==> src/bce_pkg.sv <==
// Shared constants, codes and types of the backtracking choice enumerator.
package bce_pkg;

   localparam int STACK_DEPTH = 64;
   localparam int COUNT_WIDTH = 16;
   localparam int PTR_W       = $clog2(STACK_DEPTH);
   localparam int POS_W       = $clog2(STACK_DEPTH + 1);
   localparam int CHOICE_W    = COUNT_WIDTH + 1;
   localparam int REQ_W       = 2;

   typedef enum logic [REQ_W-1:0] {
      REQ_NEXT    = 2'd0,
      REQ_MARK    = 2'd1,
      REQ_ADVANCE = 2'd2
   } req_code_type;

   typedef enum logic [1:0] {
      ST_IDLE,
      ST_NEXT_CHK,
      ST_ADV_CHK,
      ST_RESULT
   } state_type;

   typedef struct packed {
      logic [REQ_W-1:0]       req_type;
      logic [COUNT_WIDTH-1:0] choice_count;
      logic [POS_W-1:0]       mark_pos;
   } req_item_type;

   typedef struct packed {
      logic signed [CHOICE_W-1:0] choice;
      logic                       advanced;
      logic [POS_W-1:0]           position;
      logic                       error;
   } rsp_item_type;

endpackage

==> src/bce_if.sv <==
// Request and response channel interfaces (valid/ready with payload).
interface bce_req_if;
   logic                                valid;
   logic                                ready;
   logic [bce_pkg::REQ_W-1:0]           req_type;
   logic [bce_pkg::COUNT_WIDTH-1:0]     choice_count;
   logic [bce_pkg::POS_W-1:0]           mark_pos;

   modport source (output valid, output req_type, output choice_count, output mark_pos,
                   input ready);
   modport sink (input valid, input req_type, input choice_count, input mark_pos,
                 output ready);
endinterface

interface bce_rsp_if;
   logic                                valid;
   logic                                ready;
   logic signed [bce_pkg::CHOICE_W-1:0] choice;
   logic                                advanced;
   logic [bce_pkg::POS_W-1:0]           position;
   logic                                error;

   modport source (output valid, output choice, output advanced, output position,
                   output error, input ready);
   modport sink (input valid, input choice, input advanced, input position, input error,
                 output ready);
endinterface

==> src/bce_ram.sv <==
// Generic single-write, single-read synchronous RAM with registered read data.
module bce_ram #(
   parameter int WIDTH = 16,
   parameter int DEPTH = 64
) (
   input  logic                     clock,
   input  logic                     wr_en,
   input  logic [$clog2(DEPTH)-1:0] wr_addr,
   input  logic [WIDTH-1:0]         wr_data,
   input  logic                     rd_en,
   input  logic [$clog2(DEPTH)-1:0] rd_addr,
   output logic [WIDTH-1:0]         rd_data
);

   logic [WIDTH-1:0] mem_ff [DEPTH];
   logic [WIDTH-1:0] rd_data_ff;

   always_ff @(posedge clock) begin
      if (wr_en) begin
         mem_ff[wr_addr] <= wr_data;
      end
      if (rd_en) begin
         rd_data_ff <= mem_ff[rd_addr];
      end
   end

   assign rd_data = rd_data_ff;

endmodule

==> src/bce_core.sv <==
// Sequencer: stack length, replay position and read-modify-write of the count stack.
module bce_core (
   input  logic                          clock,
   input  logic                          reset,
   input  logic                          req_valid,
   output logic                          req_ready,
   input  bce_pkg::req_item_type         req_item,
   output logic                          res_valid,
   input  logic                          res_ready,
   output bce_pkg::rsp_item_type         res_item,
   output logic                          ram_wr_en,
   output logic [bce_pkg::PTR_W-1:0]     ram_wr_addr,
   output logic [bce_pkg::COUNT_WIDTH-1:0] ram_wr_data,
   output logic                          ram_rd_en,
   output logic [bce_pkg::PTR_W-1:0]     ram_rd_addr,
   input  logic [bce_pkg::COUNT_WIDTH-1:0] ram_rd_data
);

   bce_pkg::state_type                state_ff, state_in;
   logic [bce_pkg::POS_W-1:0]         len_ff, len_in;
   logic [bce_pkg::POS_W-1:0]         pos_ff, pos_in;
   logic [bce_pkg::COUNT_WIDTH-1:0]   cnt_ff, cnt_in;
   logic signed [bce_pkg::CHOICE_W-1:0] choice_ff, choice_in;
   logic                              adv_ff, adv_in;
   logic                              err_ff, err_in;

   logic                              acc;
   logic                              cnt_zero;
   logic                              has_replay;
   logic                              full;
   logic                              top_gt1;
   logic [bce_pkg::POS_W-1:0]         len_m1;
   logic [bce_pkg::POS_W-1:0]         len_m2;
   logic                              more_below;

   assign acc        = req_valid && req_ready;
   assign cnt_zero   = (req_item.choice_count == '0);
   assign has_replay = (len_ff > pos_ff);
   assign full       = (len_ff == bce_pkg::POS_W'(bce_pkg::STACK_DEPTH));
   assign top_gt1    = (ram_rd_data > bce_pkg::COUNT_WIDTH'(1));
   assign len_m1     = len_ff - bce_pkg::POS_W'(1);
   assign len_m2     = len_ff - bce_pkg::POS_W'(2);
   // after popping the current top, is there still an entry above the position
   assign more_below = (len_m1 > pos_ff);

   // next state and datapath
   always_comb begin
      state_in  = state_ff;
      len_in    = len_ff;
      pos_in    = pos_ff;
      cnt_in    = cnt_ff;
      choice_in = choice_ff;
      adv_in    = adv_ff;
      err_in    = err_ff;
      unique case (state_ff)
         bce_pkg::ST_IDLE: begin
            if (acc) begin
               cnt_in    = req_item.choice_count;
               choice_in = '1;
               adv_in    = 1'b0;
               err_in    = 1'b0;
               state_in  = bce_pkg::ST_RESULT;
               unique case (req_item.req_type)
                  bce_pkg::REQ_NEXT: begin
                     if (!cnt_zero) begin
                        if (has_replay) begin
                           state_in = bce_pkg::ST_NEXT_CHK;
                        end else if (full) begin
                           err_in = 1'b1;
                        end else begin
                           len_in    = len_ff + bce_pkg::POS_W'(1);
                           pos_in    = pos_ff + bce_pkg::POS_W'(1);
                           choice_in = '0;
                        end
                     end
                  end
                  bce_pkg::REQ_MARK: begin
                     if (req_item.mark_pos > pos_ff) begin
                        err_in = 1'b1;
                     end else begin
                        pos_in = req_item.mark_pos;
                     end
                  end
                  bce_pkg::REQ_ADVANCE: begin
                     if (has_replay) begin
                        state_in = bce_pkg::ST_ADV_CHK;
                     end
                  end
                  default: begin
                  end
               endcase
            end
         end
         bce_pkg::ST_NEXT_CHK: begin
            state_in = bce_pkg::ST_RESULT;
            if (ram_rd_data > cnt_ff) begin
               err_in = 1'b1;
            end else begin
               if (ram_rd_data != '0) begin
                  choice_in = $signed({1'b0, cnt_ff - ram_rd_data});
               end
               pos_in = pos_ff + bce_pkg::POS_W'(1);
            end
         end
         bce_pkg::ST_ADV_CHK: begin
            if (top_gt1) begin
               adv_in   = 1'b1;
               state_in = bce_pkg::ST_RESULT;
            end else begin
               len_in = len_m1;
               if (!more_below) begin
                  state_in = bce_pkg::ST_RESULT;
               end
            end
         end
         bce_pkg::ST_RESULT: begin
            if (res_ready) begin
               state_in = bce_pkg::ST_IDLE;
            end
         end
         default: begin
            state_in = bce_pkg::ST_IDLE;
         end
      endcase
   end

   // outputs: handshake and memory port control
   always_comb begin
      req_ready   = 1'b0;
      res_valid   = 1'b0;
      ram_wr_en   = 1'b0;
      ram_wr_addr = len_ff[bce_pkg::PTR_W-1:0];
      ram_wr_data = req_item.choice_count;
      ram_rd_en   = 1'b0;
      ram_rd_addr = pos_ff[bce_pkg::PTR_W-1:0];
      unique case (state_ff)
         bce_pkg::ST_IDLE: begin
            req_ready = 1'b1;
            if (req_valid) begin
               unique case (req_item.req_type)
                  bce_pkg::REQ_NEXT: begin
                     if (!cnt_zero) begin
                        if (has_replay) begin
                           ram_rd_en = 1'b1;
                        end else if (!full) begin
                           ram_wr_en = 1'b1;
                        end
                     end
                  end
                  bce_pkg::REQ_ADVANCE: begin
                     ram_rd_en   = has_replay;
                     ram_rd_addr = len_m1[bce_pkg::PTR_W-1:0];
                  end
                  default: begin
                  end
               endcase
            end
         end
         bce_pkg::ST_ADV_CHK: begin
            ram_wr_addr = len_m1[bce_pkg::PTR_W-1:0];
            ram_wr_data = ram_rd_data - bce_pkg::COUNT_WIDTH'(1);
            ram_rd_addr = len_m2[bce_pkg::PTR_W-1:0];
            if (top_gt1) begin
               ram_wr_en = 1'b1;
            end else begin
               ram_rd_en = more_below;
            end
         end
         bce_pkg::ST_RESULT: begin
            res_valid = 1'b1;
         end
         default: begin
         end
      endcase
   end

   assign res_item.choice   = choice_ff;
   assign res_item.advanced = adv_ff;
   assign res_item.position = pos_ff;
   assign res_item.error    = err_ff;

   always_ff @(posedge clock) begin
      if (reset) begin
         state_ff <= bce_pkg::ST_IDLE;
         len_ff   <= '0;
         pos_ff   <= '0;
      end else begin
         state_ff <= state_in;
         len_ff   <= len_in;
         pos_ff   <= pos_in;
      end
      cnt_ff    <= cnt_in;
      choice_ff <= choice_in;
      adv_ff    <= adv_in;
      err_ff    <= err_in;
   end

endmodule

==> src/backtrack_choice_enumerator.sv <==
// Backtracking choice enumerator: a choice-point count stack in RAM with a replay position.
//
// Channels: req_chan carries one request per transfer (req_type, choice_count,
// mark_pos); rsp_chan returns exactly one result per request (choice,
// advanced, position, error), in request order.
// Each request is taken in and then posts its result from ST_RESULT; a
// replayed next request first reads the stack in ST_NEXT_CHK, and an
// advance first inspects stack entries one by one in ST_ADV_CHK. The
// registered single read port of the count stack RAM sets these steps.
// Requests are taken one at a time; req_chan.ready is low while a request
// is in work or its result has not yet moved into the output register.
// The output register lets the sequencer finish while the receiver holds
// rsp_chan.ready low; a further result waits in the sequencer until the
// register is taken.
// Reset (synchronous, active high) empties the stack and zeroes the replay
// position; the count RAM itself is not cleared and needs no clearing pass.
module backtrack_choice_enumerator (
   input  logic         clock,
   input  logic         reset,
   bce_req_if.sink      req_chan,
   bce_rsp_if.source    rsp_chan
);

   bce_pkg::req_item_type                req_item;
   bce_pkg::rsp_item_type                res_item;
   bce_pkg::rsp_item_type                rsp_ff;
   logic                                 rsp_valid_ff;
   logic                                 res_valid;
   logic                                 res_ready;
   logic                                 ram_wr_en;
   logic [bce_pkg::PTR_W-1:0]            ram_wr_addr;
   logic [bce_pkg::COUNT_WIDTH-1:0]      ram_wr_data;
   logic                                 ram_rd_en;
   logic [bce_pkg::PTR_W-1:0]            ram_rd_addr;
   logic [bce_pkg::COUNT_WIDTH-1:0]      ram_rd_data;

   assign req_item.req_type     = req_chan.req_type;
   assign req_item.choice_count = req_chan.choice_count;
   assign req_item.mark_pos     = req_chan.mark_pos;

   bce_core u_core (
      .clock       (clock),
      .reset       (reset),
      .req_valid   (req_chan.valid),
      .req_ready   (req_chan.ready),
      .req_item    (req_item),
      .res_valid   (res_valid),
      .res_ready   (res_ready),
      .res_item    (res_item),
      .ram_wr_en   (ram_wr_en),
      .ram_wr_addr (ram_wr_addr),
      .ram_wr_data (ram_wr_data),
      .ram_rd_en   (ram_rd_en),
      .ram_rd_addr (ram_rd_addr),
      .ram_rd_data (ram_rd_data)
   );

   bce_ram #(
      .WIDTH (bce_pkg::COUNT_WIDTH),
      .DEPTH (bce_pkg::STACK_DEPTH)
   ) u_stack_ram (
      .clock   (clock),
      .wr_en   (ram_wr_en),
      .wr_addr (ram_wr_addr),
      .wr_data (ram_wr_data),
      .rd_en   (ram_rd_en),
      .rd_addr (ram_rd_addr),
      .rd_data (ram_rd_data)
   );

   // output register: free when empty or drained this cycle
   assign res_ready = !rsp_valid_ff || rsp_chan.ready;

   always_ff @(posedge clock) begin
      if (reset) begin
         rsp_valid_ff <= 1'b0;
      end else if (res_ready) begin
         rsp_valid_ff <= res_valid;
      end
      if (res_ready && res_valid) begin
         rsp_ff <= res_item;
      end
   end

   assign rsp_chan.valid    = rsp_valid_ff;
   assign rsp_chan.choice   = rsp_ff.choice;
   assign rsp_chan.advanced = rsp_ff.advanced;
   assign rsp_chan.position = rsp_ff.position;
   assign rsp_chan.error    = rsp_ff.error;

endmodule
==> src/flat_wrapper.sv <==
// flat-port wrapper written by rule: the top's interface ports become plain ports
module backtrack_choice_enumerator_flat 
  (clock, reset, req_chan_valid, req_chan_req_type, req_chan_choice_count, req_chan_mark_pos, req_chan_ready, rsp_chan_valid, rsp_chan_choice, rsp_chan_advanced, rsp_chan_position, rsp_chan_error, rsp_chan_ready);
  bce_req_if req_chan_i ();
  bce_rsp_if rsp_chan_i ();
  input  logic clock;
  input  logic reset;
  input wire logic [$bits(req_chan_i.valid)-1:0] req_chan_valid;
  input wire logic [$bits(req_chan_i.req_type)-1:0] req_chan_req_type;
  input wire logic [$bits(req_chan_i.choice_count)-1:0] req_chan_choice_count;
  input wire logic [$bits(req_chan_i.mark_pos)-1:0] req_chan_mark_pos;
  output wire logic [$bits(req_chan_i.ready)-1:0] req_chan_ready;
  output wire logic [$bits(rsp_chan_i.valid)-1:0] rsp_chan_valid;
  output wire logic [$bits(rsp_chan_i.choice)-1:0] rsp_chan_choice;
  output wire logic [$bits(rsp_chan_i.advanced)-1:0] rsp_chan_advanced;
  output wire logic [$bits(rsp_chan_i.position)-1:0] rsp_chan_position;
  output wire logic [$bits(rsp_chan_i.error)-1:0] rsp_chan_error;
  input wire logic [$bits(rsp_chan_i.ready)-1:0] rsp_chan_ready;
  assign req_chan_i.valid = req_chan_valid;
  assign req_chan_i.req_type = req_chan_req_type;
  assign req_chan_i.choice_count = req_chan_choice_count;
  assign req_chan_i.mark_pos = req_chan_mark_pos;
  assign req_chan_ready = req_chan_i.ready;
  assign rsp_chan_valid = rsp_chan_i.valid;
  assign rsp_chan_choice = rsp_chan_i.choice;
  assign rsp_chan_advanced = rsp_chan_i.advanced;
  assign rsp_chan_position = rsp_chan_i.position;
  assign rsp_chan_error = rsp_chan_i.error;
  assign rsp_chan_i.ready = rsp_chan_ready;
  backtrack_choice_enumerator u_core (.clock(clock), .reset(reset), .req_chan(req_chan_i), .rsp_chan(rsp_chan_i));
endmodule
==> config.mk <==
export PLATFORM = sky130hd
export DESIGN_NAME = backtrack_choice_enumerator_flat
export DESIGN_NICKNAME = d
export VERILOG_FILES = /design/src/bce_pkg.sv /design/src/bce_if.sv /design/src/bce_ram.sv /design/src/bce_core.sv /design/src/backtrack_choice_enumerator.sv /design/src/flat_wrapper.sv
export SDC_FILE = /design/constraint.sdc
export NUM_CORES = 2
export LEC_CHECK = 0
export ABC_CLOCK_PERIOD_IN_PS = 7360
export BUFFER_PORTS_ARGS = -buffer_cell sky130_fd_sc_hd__buf_2
export CAP_MARGIN = 0
export CORE_MARGIN = 2
export CORE_UTILIZATION = 36
export CTS_CLUSTER_SIZE = 24
export DETAILED_ROUTE_END_ITERATION = 8
export MAX_ROUTING_LAYER = met4
export PLACE_DENSITY_LB_ADDON = 0.05
export SLEW_MARGIN = 10
export SYNTH_ARGS = -nofsm -noshare
export SYNTH_HDL_FRONTEND = slang
export SYNTH_SLANG_ARGS = --single-unit
==> constraint.sdc <==
create_clock -name clock -period 7.36 [get_ports clock]
set_input_delay 0.368 -clock clock [delete_from_list [all_inputs] [get_ports clock]]
set_output_delay 0.368 -clock clock [all_outputs]
set_load 0.01 [all_outputs]
==> metrics.yaml <==
pwr-share-comb: 0.420
grt_max_degree: 123
post-dp-hpwl_mm: 84.1
drv_slew: 0
yosysSeqAreaShare: 0.729
portBuffers: 56
status: "finished clean"
grt-ovfl-total: 0
rr_startpoint: "u_core.u_core.state_ff[0]"
numCtsBuffers: 118
critPathBufInv: 3
p_int_uw: 14300
powerDensity_nw_per_um2: 464
hp-start: "reset"
synth_mux_area_frac: 0.0153
cp-end-kind: "flop"
final_common_cell: "edfxtp_1"
synth_compound_area_frac: 0.117
grt_pass1_wl_mm: 204
cts.path.max_buffers: 3
netlist-cell-type-count: 74
post_cts_buffers: 0
drive_gt1_frac: 0.114
first_pass_iters: 6
io_pins: 57
area_growth_pct: 14.3
holdPathEnd: "u_core.rsp_chan.valid"
synth_fa_ha_area_frac: 0.0146
grt_util_all_layers: 0.221
synth_area_leader_cell: "edfxtp_1"
routed_wl_mm: 141
crit_family: "simple AND/OR/NAND/NOR gates"
layout_common_cells: "edfxtp_1 (1101), nand2_1 (612), a21oi_1 (433)"
start_util: 0.364
cts-root-buf: "clkbuf_16"
core_area_um2: 126000
swShare: 0.411
clkPwrFrac: 0.239
period_share: 0.700
cp_data_required_time_ns: 7.96
vdd.ir_drop.worst_uv: 287
synth_xor_area_frac: 0.00649
async_flop_share: 0
crit_type: "reg -> reg"
fin_util: 0.416
die_y_um: 361
cp_slowest_stage_delay_ns: 0.99
crit_path_max_fanout: 71
synth-main-ff-cell: "edfxtp_1"
rows: 130
rsz0062_at_grt: "false"
cpMaxStageDelayCell: "nor4_1"
synth_top_family_by_area: "compound AO/OA/AOI/OAI gates"
fin_tns_setup_ns: 0
clk_latency_ns: 0.73
arrival_ns: 5.76
tightest_slew_ns: 1.12
worstReg2RegEnd: "u_core.u_stack_ram.rd_data[15]"
die_x_um: 361
p_seq_frac: 0.342
netlist_instances: 3359
grt_pass1_vias: 28258
dieArea_um2: 130000
drc: 0
setup_viol: 0
cts-htree-levels: 3
viasPerCell: 5.55
synth-seq-cells: 1118
ff2ff_path_depth: 12
drt-initial-drc-count: 2936
period_needed_ns: 5.16
gp_congestion: 0.863
synth_nets: 3441
fin_nets: 3557
yosysWarnings: 0
antenna_left: 0
yosys.area_share.simple: 0.0899
hold_viol: 0
path_cells: "inv_1, ha_1, and4b_4, or3_1, and3_4, buf_12, a21oi_1, a22oi_1, o22ai_1, nor4_1, buf_4, o311a_1"
p_leak_uw: 0.0170
ys_top_cells_by_area: "edfxtp_1 (72%), nand2_1 (5.0%), a21oi_1 (4.9%)"
holdPathStages: 2
cts_num_sinks: 1118
fmax_mhz: 194
finalHoldWorstSlack_ns: 0.0925
antenna_found_initial: 2
fillCellCount: 11493
synth_top_area_frac: 0.721
relSlewSlack: 0.243
netSwitchingPower_uw: 10000
synth_edf_count: 1101
via_count: 28998
clock-skew-final_ns: 0.0240
cts_tree: "done"
cap_violations: 0
hold_path_class: "in -> reg"
clkTransAtPathRegs_ns: 0.06
r2r_slack_ns: 2.20
power_uw: 24300
synth_area_per_cell_um2: 13.6
synth_area_um2: 45900
wl_per_cell_um: 27.1
critPathLaunchType: "flop"
cells by family after synthesis:
family,after synthesis
flip-flops,1118
AND/OR/NAND/NOR,974
AO/OA/AOI/OAI,878
buffers and inverters,252
adder cells (fa/ha/maj),53
multiplexers,50
XOR/XNOR,34
stage by stage:
step           instances  setup slack, ns  area, um2
2_1_floorplan       3359             3.21      45900
3_3_place_gp        4984             2.20      48500
3_5_place_dp        4984             2.18      48500
4_1_cts             5222             2.16      52400
5_1_grt             5222             2.00      52400
6_report            5223             2.20      52400
worst max-delay path by stage:
stage | depth (start not counted) | slack, ns | from | endpoint
after CTS | 12 | 2.16 | u_core.u_core.state_ff[0] | u_core.u_stack_ram.rd_data[15]
after floorplan | 8 | 3.21 | u_core.u_core.state_ff[0] | u_core.u_stack_ram.mem_ff[0][0]
after global placement | 12 | 2.20 | u_core.u_core.state_ff[0] | u_core.u_stack_ram.rd_data[15]
after global routing | 13 | 2.00 | u_core.u_core.state_ff[1] | u_core.u_stack_ram.rd_data[0]
after detailed placement | 12 | 2.18 | u_core.u_core.state_ff[0] | u_core.u_stack_ram.rd_data[15]
final | 12 | 2.20 | u_core.u_core.state_ff[0] | u_core.u_stack_ram.rd_data[15]
area by class of cell:
type / count / area, um2 / share of cell area
clock buffers: 147 / 3080 / 0.0588
diodes: 1 / 2.50 / 0.0000478
clock inverters: 70 / 632 / 0.0121
flip-flops and latches: 1118 / 33400 / 0.637
multi-input cells: 1989 / 11500 / 0.219
inverters: 41 / 154 / 0.00294
repair buffers: 207 / 1600 / 0.0306
well taps: 1650 / 2060 / 0.0394
power by group through the flow:
stage               combinational (uW)  clock [uW]  sequential (uW)
global route                     11000        6190             8350
floorplan                         6210           0             8410
finish                           10200        5810             8320
global placement                 10200           0             8440
CTS                              10300        5940             8320
detailed placement               10300           0             8450
cells in the mapped netlist (4+ instances only):
master       n
edfxtp_1  1101
nand2_1    613
a21oi_1    447
a22oi_1    160
nand3_1    121
nor2_1     118
buf_2       89
o22ai_1     83
clkbuf_1    66
ha_1        52
o21ai_0     42
inv_1       41
mux2i_1     34
xnor2_1     25
nor4_1      24
a31oi_1     21
buf_4       21
a211oi_1    18
buf_1       18
nor3_1      18
dfxtp_1     17
or3_1       17
mux4_2      16
nor2b_1     16
buf_6       15
o221ai_1    15
o311a_1     15
a21o_1      13
nand2b_1    13
o21a_1      10
nand4_1      9
xor2_1       9
and3_1       6
a211o_1      4
a221o_1      4
o31ai_1      4
or2_2        4
layer usage:
| metal | GRT usage | vias up | wire length [um] |
|---|---|---|---|
| li1 | - | 13003 | - |
| met1 | 0.319 | 14956 | 66400 |
| met2 | 0.335 | 904 | 64700 |
| met3 | 0.0273 | 135 | 7900 |
| met4 | 0.0498 | 0 | 2380 |
| met5 | - | - | 0 |
worst reg2reg max path: stages (launching register included):
cell,delay (ns)
dfxtp_1,0.33
inv_1,0.16
ha_1,0.48
and4b_4,0.46
or3_1,0.22
and3_4,0.68
buf_12,0.41
a21oi_1,0.15
a22oi_1,0.52
o22ai_1,0.25
nor4_1,0.99
buf_4,0.25
o311a_1,0.14
flip-flops by register name, summed over array words and instances (netlist names):
register / flops
u_core.rsp_chan.choice: 17
u_core.u_core.state_ff: 2
u_core.rsp_chan.valid: 1
u_core.u_stack_ram.rd_data: 16
u_core.rsp_chan.advanced: 1
u_core.u_stack_ram.mem_ff: 1024
u_core.u_core.adv_ff: 1
u_core.u_core.choice_ff: 17
u_core.u_core.cnt_ff: 16
u_core.u_core.pos_ff: 7
u_core.u_core.len_ff: 7
u_core.u_core.err_ff: 1
u_core.rsp_chan.position: 7
u_core.rsp_chan.error: 1
repair_timing:
item / CTS / global route
resized for setup: 0 / 0
hold buffers: 21 / 0
hold endpoints to repair: 21 / 0
Note: power is estimated with default switching activity, not from simulation.
